<file path="config.mk">
export PLATFORM = sky130hd
export DESIGN_NAME = murmur2_64_hash
export DESIGN_NICKNAME = d
export VERILOG_FILES = /design/src/hdl/mh2_pkg.sv /design/src/hdl/mh2_mul.sv /design/src/hdl/murmur2_64_hash.sv
export SDC_FILE = /design/constraint.sdc
export NUM_CORES = 2
export LEC_CHECK = 0
export ABC_AREA = 1
export BUFFER_PORTS_ARGS = -buffer_cell sky130_fd_sc_hd__buf_2
export CORE_MARGIN = 2
export CORE_UTILIZATION = 30
export CTS_CLUSTER_DIAMETER = 200
export DETAILED_ROUTE_END_ITERATION = 7
export GPL_ROUTABILITY_DRIVEN = 0
export PLACE_DENSITY = 0.57
export SYNTH_ARGS = -nofsm -noshare
export SYNTH_HDL_FRONTEND = slang
export SYNTH_SLANG_ARGS = --single-unit
</file>
<file path="constraint.sdc">
create_clock -name clk_i -period 25.5 [get_ports clk_i]
set_input_delay 5.1 -clock clk_i [delete_from_list [all_inputs] [get_ports clk_i]]
set_output_delay 5.1 -clock clk_i [all_outputs]
set_load 0.05 [all_outputs]
</file>
<file path="src/hdl/mh2_pkg.sv">
// Shared constants, types and helpers for the MurmurHash64A block.
package mh2_pkg;

  localparam int unsigned HashW  = 64;
  localparam int unsigned HalfW  = HashW / 2;
  localparam int unsigned SeedW  = 32;
  localparam int unsigned CountW = 4;
  localparam int unsigned LenW   = 31;
  localparam int unsigned WordBytes = HashW / 8;

  localparam logic [HashW-1:0] MulConst = 64'hc6a4a7935bd1e995;
  localparam int unsigned      ShiftR   = 47;

  // Request to and response from the shared multiplier.
  typedef struct packed {
    logic             start;
    logic [HashW-1:0] operand;
  } mul_req_t;

  typedef struct packed {
    logic             done;
    logic [HashW-1:0] product;
  } mul_rsp_t;

  function automatic logic [HashW-1:0] xor_shift(input logic [HashW-1:0] x);
    return x ^ (x >> ShiftR);
  endfunction

endpackage

</file>
<file path="src/hdl/mh2_mul.sv">
// Multi-cycle 64-bit low-product multiply by the hash constant on one 32x32 multiplier.
module mh2_mul (
  input  logic              clk_i,
  input  logic              rst_ni,
  input  mh2_pkg::mul_req_t req_i,
  output mh2_pkg::mul_rsp_t rsp_o
);

  localparam logic [mh2_pkg::HalfW-1:0] MulLo = mh2_pkg::MulConst[mh2_pkg::HalfW-1:0];
  localparam logic [mh2_pkg::HalfW-1:0] MulHi =
    mh2_pkg::MulConst[mh2_pkg::HashW-1:mh2_pkg::HalfW];

  logic                       run_q;
  logic                       done_q;
  logic [1:0]                 step_q;
  logic [mh2_pkg::HashW-1:0]  a_q;
  logic [mh2_pkg::HashW-1:0]  acc_q;
  logic [mh2_pkg::HalfW-1:0]  op_a;
  logic [mh2_pkg::HalfW-1:0]  op_b;
  logic [mh2_pkg::HashW-1:0]  prod;

  // step 0: aL*ML, step 1: + aH*ML <<32, step 2: + aL*MH <<32
  assign op_a = (step_q == 2'd1) ? a_q[mh2_pkg::HashW-1:mh2_pkg::HalfW]
                                 : a_q[mh2_pkg::HalfW-1:0];
  assign op_b = (step_q == 2'd2) ? MulHi : MulLo;
  assign prod = op_a * op_b;

  always_ff @(posedge clk_i or negedge rst_ni) begin
    if (!rst_ni) begin
      run_q  <= 1'b0;
      done_q <= 1'b0;
      step_q <= 2'd0;
    end else if (req_i.start) begin
      run_q  <= 1'b1;
      done_q <= 1'b0;
      step_q <= 2'd0;
    end else if (run_q) begin
      step_q <= step_q + 2'd1;
      if (step_q == 2'd2) begin
        run_q  <= 1'b0;
        done_q <= 1'b1;
      end
    end
  end

  always_ff @(posedge clk_i) begin
    if (req_i.start) begin
      a_q <= req_i.operand;
    end else if (run_q) begin
      if (step_q == 2'd0) begin
        acc_q <= prod;
      end else begin
        acc_q[mh2_pkg::HashW-1:mh2_pkg::HalfW] <=
          acc_q[mh2_pkg::HashW-1:mh2_pkg::HalfW] + prod[mh2_pkg::HalfW-1:0];
      end
    end
  end

  assign rsp_o.done    = done_q;
  assign rsp_o.product = acc_q;

endmodule

</file>
<file path="src/hdl/murmur2_64_hash.sv">
// MurmurHash64A: one 64-bit constant multiply shared by all steps under a small sequencer.
// Each multiply holds the sequencer until it is done; dispatch follows the input transfer.
// Multiplies per item: 3 for a full word, 1 for a tail, 0 for no bytes, plus one seed multiply
// for a first item and one finalize multiply for a last item, more wait if the output is full; ready only when idle.
// Hash is registered once the finalize multiply ends and the output register is free, and is held until taken.
// rst_ni is asynchronous, active low; it clears seed, running hash and the sequencer.
module murmur2_64_hash (
  input  logic                         clk_i,
  input  logic                         rst_ni,
  input  logic                         cfg_we_i,
  input  logic [mh2_pkg::SeedW-1:0]    cfg_wdata_i,
  input  logic                         in_valid_i,
  output logic                         in_ready_o,
  input  logic [mh2_pkg::HashW-1:0]    data_word_i,
  input  logic [mh2_pkg::CountW-1:0]   byte_count_i,
  input  logic [mh2_pkg::LenW-1:0]     total_length_i,
  input  logic                         first_i,
  input  logic                         last_i,
  output logic                         out_valid_o,
  input  logic                         out_ready_i,
  output logic [mh2_pkg::HashW-1:0]    hash_o
);

  typedef enum logic [6:0] {
    S_IDLE = 7'b0000001,
    S_SEED = 7'b0000010,
    S_DISP = 7'b0000100,
    S_K1   = 7'b0001000,
    S_K2   = 7'b0010000,
    S_H    = 7'b0100000,
    S_F    = 7'b1000000
  } state_e;

  state_e                          state_q, state_d;
  logic [mh2_pkg::SeedW-1:0]       seed_q;
  logic [mh2_pkg::HashW-1:0]       hash_q, hash_d;
  logic [mh2_pkg::HashW-1:0]       word_q;
  logic [mh2_pkg::CountW-1:0]      cnt_q;
  logic                            last_q;
  logic                            out_valid_q;
  logic [mh2_pkg::HashW-1:0]       res_q;
  logic                            res_load;
  logic                            in_fire;
  logic [mh2_pkg::HashW-1:0]       tail_mask;
  mh2_pkg::mul_req_t               mul_req;
  mh2_pkg::mul_rsp_t               mul_rsp;

  mh2_mul u_mul (
    .clk_i  (clk_i),
    .rst_ni (rst_ni),
    .req_i  (mul_req),
    .rsp_o  (mul_rsp)
  );

  assign in_ready_o  = (state_q == S_IDLE);
  assign in_fire     = in_valid_i && in_ready_o;
  assign out_valid_o = out_valid_q;
  assign hash_o      = res_q;

  // keep the low cnt_q bytes of the word
  always_comb begin
    for (int i = 0; i < mh2_pkg::WordBytes; i++) begin
      tail_mask[i*8 +: 8] = (4'(i) < cnt_q) ? 8'hff : 8'h00;
    end
  end

  always_comb begin
    state_d          = state_q;
    hash_d           = hash_q;
    res_load         = 1'b0;
    mul_req.start    = 1'b0;
    mul_req.operand  = hash_q;
    unique case (state_q)
      S_IDLE: begin
        if (in_valid_i) begin
          if (first_i) begin
            mul_req.start   = 1'b1;
            mul_req.operand = {{(mh2_pkg::HashW-mh2_pkg::LenW){1'b0}}, total_length_i};
            state_d         = S_SEED;
          end else begin
            state_d = S_DISP;
          end
        end
      end
      S_SEED: begin
        if (mul_rsp.done) begin
          hash_d  = {{(mh2_pkg::HashW-mh2_pkg::SeedW){1'b0}}, seed_q} ^ mul_rsp.product;
          state_d = S_DISP;
        end
      end
      S_DISP: begin
        priority if (cnt_q == 4'(mh2_pkg::WordBytes)) begin
          mul_req.start   = 1'b1;
          mul_req.operand = word_q;
          state_d         = S_K1;
        end else if (cnt_q != '0) begin
          mul_req.start   = 1'b1;
          mul_req.operand = hash_q ^ (word_q & tail_mask);
          state_d         = S_H;
        end else if (last_q) begin
          mul_req.start   = 1'b1;
          mul_req.operand = mh2_pkg::xor_shift(hash_q);
          state_d         = S_F;
        end else begin
          state_d = S_IDLE;
        end
      end
      S_K1: begin
        if (mul_rsp.done) begin
          mul_req.start   = 1'b1;
          mul_req.operand = mh2_pkg::xor_shift(mul_rsp.product);
          state_d         = S_K2;
        end
      end
      S_K2: begin
        if (mul_rsp.done) begin
          mul_req.start   = 1'b1;
          mul_req.operand = hash_q ^ mul_rsp.product;
          state_d         = S_H;
        end
      end
      S_H: begin
        if (mul_rsp.done) begin
          if (last_q) begin
            mul_req.start   = 1'b1;
            mul_req.operand = mh2_pkg::xor_shift(mul_rsp.product);
            state_d         = S_F;
          end else begin
            hash_d  = mul_rsp.product;
            state_d = S_IDLE;
          end
        end
      end
      S_F: begin
        // wait for the output register to free up
        if (mul_rsp.done && (!out_valid_q || out_ready_i)) begin
          res_load = 1'b1;
          hash_d   = '0;
          state_d  = S_IDLE;
        end
      end
      default: begin
        state_d = S_IDLE;
      end
    endcase
  end

  always_ff @(posedge clk_i or negedge rst_ni) begin
    if (!rst_ni) begin
      state_q     <= S_IDLE;
      seed_q      <= '0;
      hash_q      <= '0;
      out_valid_q <= 1'b0;
    end else begin
      state_q <= state_d;
      hash_q  <= hash_d;
      if (cfg_we_i) begin
        seed_q <= cfg_wdata_i;
      end
      if (res_load) begin
        out_valid_q <= 1'b1;
      end else if (out_ready_i) begin
        out_valid_q <= 1'b0;
      end
    end
  end

  always_ff @(posedge clk_i) begin
    if (in_fire) begin
      word_q <= data_word_i;
      cnt_q  <= (byte_count_i > 4'(mh2_pkg::WordBytes)) ? 4'(mh2_pkg::WordBytes)
                                                         : byte_count_i;
      last_q <= last_i;
    end
    if (res_load) begin
      res_q <= mh2_pkg::xor_shift(mul_rsp.product);
    end
  end

endmodule

</file>
; Word level (Yosys, flattened, before mapping)
; Index checks and enable logic that the tools add are counted.
[totals]
input_bits = 138
output_inout_bits = 66
word_cells = 114
reg_bits = 369
[op_classes]
mul = 1
n_addsub = 2
eq_ne = 17
reduce_logical = 15
n_bitwise = 7
n_lt_le_gt_ge = 9
mux = 49
[op_table]
columns = operator, n
row1 = 65-bit two-way mux, 9
row2 = 65-bit one-hot mux with 5 select lines, 1
row3 = 64-bit two-way mux, 4
row4 = 64-bit one-hot mux with 3 select lines, 1
row5 = 64-bit by 17-bit bitwise XOR with 64-bit output, 2
row6 = 64-bit bitwise XOR, 2
row7 = 32-bit two-way mux, 3
row8 = 64-bit AND, 1
row9 = 32-bit by 32-bit multiplier with 64-bit output, 1
row10 = 8-bit two-way mux, 8
row11 = 32-bit by 64-bit bitwise XOR with 64-bit output, 1
row12 = 7-bit two-way mux, 9
row13 = 7-bit one-hot mux with 7 select lines, 1
row14 = 32-bit adder, 1
row15 = "3-bit by 4-bit < comparator with 1-bit output, first input constant", 4
row16 = 1-bit two-way mux, 10
row17 = "1-bit by 4-bit < comparator with 1-bit output, first input constant", 2
row18 = "2-bit by 4-bit < comparator with 1-bit output, first input constant", 2
row19 = "2-bit by 1-bit != test with 1-bit output, second input constant", 4
row20 = "7-bit by 1-bit equality test with 1-bit output, second input constant", 1
row21 = "7-bit by 2-bit equality test with 1-bit output, second input constant", 1
row22 = "7-bit by 3-bit equality test with 1-bit output, second input constant", 1
row23 = "7-bit by 4-bit equality test with 1-bit output, second input constant", 1
row24 = "7-bit by 5-bit equality test with 1-bit output, second input constant", 1
row25 = 22 further kinds, 29

; Longest topological paths before layout
[depth]
depth_word = 9
mapped_depth = 47
ltp_nobuf = 45

; Hierarchy
; Synthesis repeated with hierarchy kept, for this count alone.
[unflattened]
cells_unflattened = 5992
hier_area_um2 = 48650.4
[modules_own_cells]
columns = mod, area_per_inst_um2, n_inst, seq_area_each_um2, cells_each
row1 = mh2_mul, 32457.4, 1, 3943.8, 3619
row2 = murmur2_64_hash, 16193.0, 1, 6597.6, 2373

; Worst setup path before layout
; Ideal clock, no wire load.
[synth_timing]
path_kind = input-to-reg
from = in out_ready_i
to = reg res_q (netlist bit hash_o[0]), enable pin
path_slack_ns = 15.426
n_path_buf = 0
t_arrival_ns = 9.509
t_required_ns = 24.935
setup_ns = 0.565
stages = 2
path_cell_list = nor2_1 > nor3_1
[synth_between]
elab_chain_cells = 4
[synth_lines]
columns = item, line
row1 = from (decl), murmur2_64_hash.sv:20  ; input logic out_ready_i,
row2 = 1-bit logical OR, murmur2_64_hash.sv:136  ; if (mul_rsp.done && (!out_valid_q || out_ready_i)) begin
row3 = 1-bit logical AND, murmur2_64_hash.sv:136
row4 = 1-bit two-way mux, murmur2_64_hash.sv:136
row5 = 1-bit two-way mux, murmur2_64_hash.sv:73  ; unique case (state_q)
row6 = net res_load, murmur2_64_hash.sv:42  ; logic res_load;
row7 = to (signal assigned), murmur2_64_hash.sv:176  ; res_q <= mh2_pkg::xor_shift(mul_rsp.product);
row8 = to (decl), murmur2_64_hash.sv:41  ; logic [mh2_pkg::HashW-1:0] res_q;
; The timed path passes the listed nets, and every way through them passes these cells.
; A chain may end at the register's enable or synchronous reset.

; Worst setup path after layout
[layout_timing]
from = reg u_mul.step_q[1]
to = reg u_mul.acc_q[60] (netlist bit), data pin
[layout_between]
elab_chain_cells = 5
elab_cells_between_ends = 8
cone_classes = 1 x add/sub / 1 x mul / 2 x eq/ne / 3 x mux / 1 x reduce/logical
[layout_lines]
columns = item, line
row1 = from (decl), mh2_mul.sv:15  ; logic [1:0] step_q;
row2 = from (signal assigned), mh2_mul.sv:38  ; step_q <= step_q + 2'd1;
row3 = 2-bit by 1-bit equality test with 1-bit output / 2-bit equality test (equally long branches), "mh2_mul.sv:23, mh2_mul.sv:25"
row4 = 32-bit two-way mux (on tied branches), "mh2_mul.sv:23, mh2_mul.sv:25"
row5 = 32-bit by 32-bit multiplier with 64-bit output (*), mh2_mul.sv:26  ; assign prod = op_a * op_b;
row6 = net u_mul.prod (one bit), mh2_mul.sv:20  ; logic [mh2_pkg::HashW-1:0] prod;
row7 = 32-bit adder (*), mh2_mul.sv:54  ; acc_q[mh2_pkg::HashW-1:mh2_pkg::HalfW] + prod[mh2_pkg::HalfW-1:0];
row8 = 32-bit two-way mux (*), mh2_mul.sv:50  ; if (step_q == 2'd0) begin
row9 = to (signal assigned), mh2_mul.sv:51  ; acc_q <= prod;
row10 = "to (signal, indexed assignment)", mh2_mul.sv:53  ; acc_q[mh2_pkg::HashW-1:mh2_pkg::HalfW] <=
row11 = to (decl), mh2_mul.sv:17  ; logic [mh2_pkg::HashW-1:0] acc_q;
; Mark *: on every way through the listed nets, which the timed path passes. The rest lies on a longest branch.

==> metrics.cfg <==
[clock_network]
postCtsSetupBuffers = 0
clock-root-buffer = clkbuf_16
clkTransAtPathRegs_ns = 0.06
cts.sinks = 369
h-tree-depth = 2
cts_resized = 0
cts_tree = done
cts_buffer_depth = 3
cts_hold_buf = 0
clk_latency_ns = 0.58
numCtsBuffers = 40

[route]
wl_per_cell_um = 22.3
drtIter0Drc = 3833
dr.pass1.iters = 8
drt-total-wl_um = 161000
routed-via-count = 36700
drc = 0
drtAntennaViolNets = 0
vias_per_cell = 5.10

[critical_path]
cp_data_arrival_time_ns = 11.12
cp.required_ns = 25.82
crit_slowest_cell = nor2_1
critical-path-max-stage-delay_ns = 0.87
cp-end-kind = register
ff2ff_setup_slack_ns = 14.69
critical_path_buf_inv_count = 9
cp_top_family = adder cells
startpoint_type = register
crit_type = register to register
cp_max_fo = 62

[floorplan]
dieWidth_um = 391
core-area_sq_um = 148000
rows = 141
fp.dieH_um = 391
dieArea_sq_um = 152000
ios = 204
start_util_pct = 30.3

[yosys]
yosys_warnings = 0
ys_ff_latch = 369
ys_seq_area_share_pct = 23.5
synth_cell_types = 52
syn-cell-area_sq_um = 44800
synth-async-reset-ratio_pct = 29.3
synth_nets = 6225
synth.most_common_cell = inv_1
netlist_instances = 5036
synth_commonest_cells = inv_1, nand2_1, fa_1
yosysTopAreaCell = fa_1
synth_edf_count = 261
avgSynthCellArea_sq_um = 8.90
synth.area.top_cells = fa_1, edfxtp_1, ha_1
synth_ff_type = edfxtp_1
yosysTopAreaCellShare_pct = 27.3

[run]
cap_violations = 0

[outcome]
status = finished clean

[finish]
nFillCells = 15300
syn_to_final_growth_pct = 11.1
fin_nets = 6423
drive_above_1_share_pct = 7.10

[global_routing]
grt_max_degree = 97
antenna_found_initial = 4
grt_use_total_pct = 21.0
gr-total-overflow = 0
grt_pass1_vias = 37100
grt_pass1_wl_um = 240000

[place]
dp_hpwl_um = 134000
port_buffers = 203

[sta]
timing.final.crit_share_pct = 42.4
fmaxAchievable_ghz = 0.0925
maxSlewHeadroom_pct = 6.95
setup_violations = 0
final_max_slew_viol_count = 0
clock_skew_ns = 0.0352
tns_ns = 0
worstMarginPinSlew_ns = 1.39
hold_violations = 0
period_needed_ns = 10.81
rsz0062_at_grt = false

[hold_path]
hp-class = register to register

metal layers:
metal	part of all wire, %	up-vias	global-route usage, %	routed length (um)
met5	0	-	0	0
met4	4.4	0	8.12	7120
met1	41	18300	28.5	66500
li1	-	16500	-	-
met3	8.4	298	3.53	13600
met2	46	1697	33.4	73600
tightest hold or removal path, stage by stage, from the launching register on:
cell     delay (ns)
dfrtp_1        0.36
a21oi_1        0.07
nor2_1         0.09
path summary, 6_finish.rpt:
kind / endpoint / start / cells past startpoint
min in group asynchronous: hash_q[0] / rst_ni / 1
hold reg to reg: u_mul.done_q / u_mul.run_q / 2
setup reg to reg: u_mul.acc_q[60] / u_mul.step_q[1] / 35
setup / recovery: u_mul.acc_q[60] / u_mul.step_q[1] / 35
hold / removal: u_mul.done_q / u_mul.run_q / 2
max in group asynchronous: hash_q[29] / rst_ni / 2
sequential cells by signal (all words and copies together), names as in the netlist, 2 cells and up:
name and flops:
word_q 64, state_q 7, cnt_q 4, hash_q 64
u_mul.a_q 64, seed_q 32, u_mul.acc_q 64, hash_o 64
u_mul.step_q 2
logic make-up after synthesis:
group           share of synthesized area, %
flops                                   23.5
buf+inv                                 10.9
other cells                          0.00837
fa+ha+maj                               39.6
compound gates                          10.3
xor+xnor                                2.48
simple gates                            13.2
layout by cell type (no fill, tap or decap), types with 5 or more instances in the layout:
cell       instances
inv_1           1161
nand2_1          675
fa_1             611
ha_1             438
o21ai_0          353
nor2_1           347
edfxtp_1         261
nand3_1          227
buf_2            202
a21oi_1          197
xor2_1           116
dfrtp_1          107
nand4_1           68
o21bai_1          67
buf_4             65
clkbuf_16         42
o211ai_1          34
o21ai_1           31
nor3_1            28
nand3b_1          23
a22oi_1           21
o2111ai_1         18
a221oi_1          17
clkinv_1          12
o22ai_1           12
a21o_1            12
o21a_1            11
xnor2_1           11
or2_2             10
clkbuf_1           8
bufinv_16          8
nor2_2             7
inv_2              6
a21boi_0           6
a31oi_1            5
clkbuf_8           5
area by class of cell:
class                      instances  area [sq um]  share of cell area (%)
inverter                        1173          4400                    8.84
antenna                            4          10.0                  0.0201
timing repair buffer             267          1500                    3.01
sequential                       369         10500                    21.2
clock buffer                      55          1150                    2.31
tap                             1930          2410                    4.85
clock inverter                    19           308                   0.618
multi-input combinational       3383         29500                    59.2
metrics by stage:
step	util [%]	cells	area (sq um)	setup WS, ns	hold slack, ns
after detailed placement	32.6	7122	48300	14.87	0.541
after CTS	33.6	7196	49800	14.82	0.544
after floorplan	-	5036	44800	15.43	0.451
after global placement	32.6	7121	48300	14.70	0.531
final	33.6	7200	49800	14.69	0.540
after global routing	33.6	7196	49800	14.19	0.572
Power is left out: the tool's default activity adds up to more than one toggle a clock period on the data nets, which glitch-free logic cannot reach.
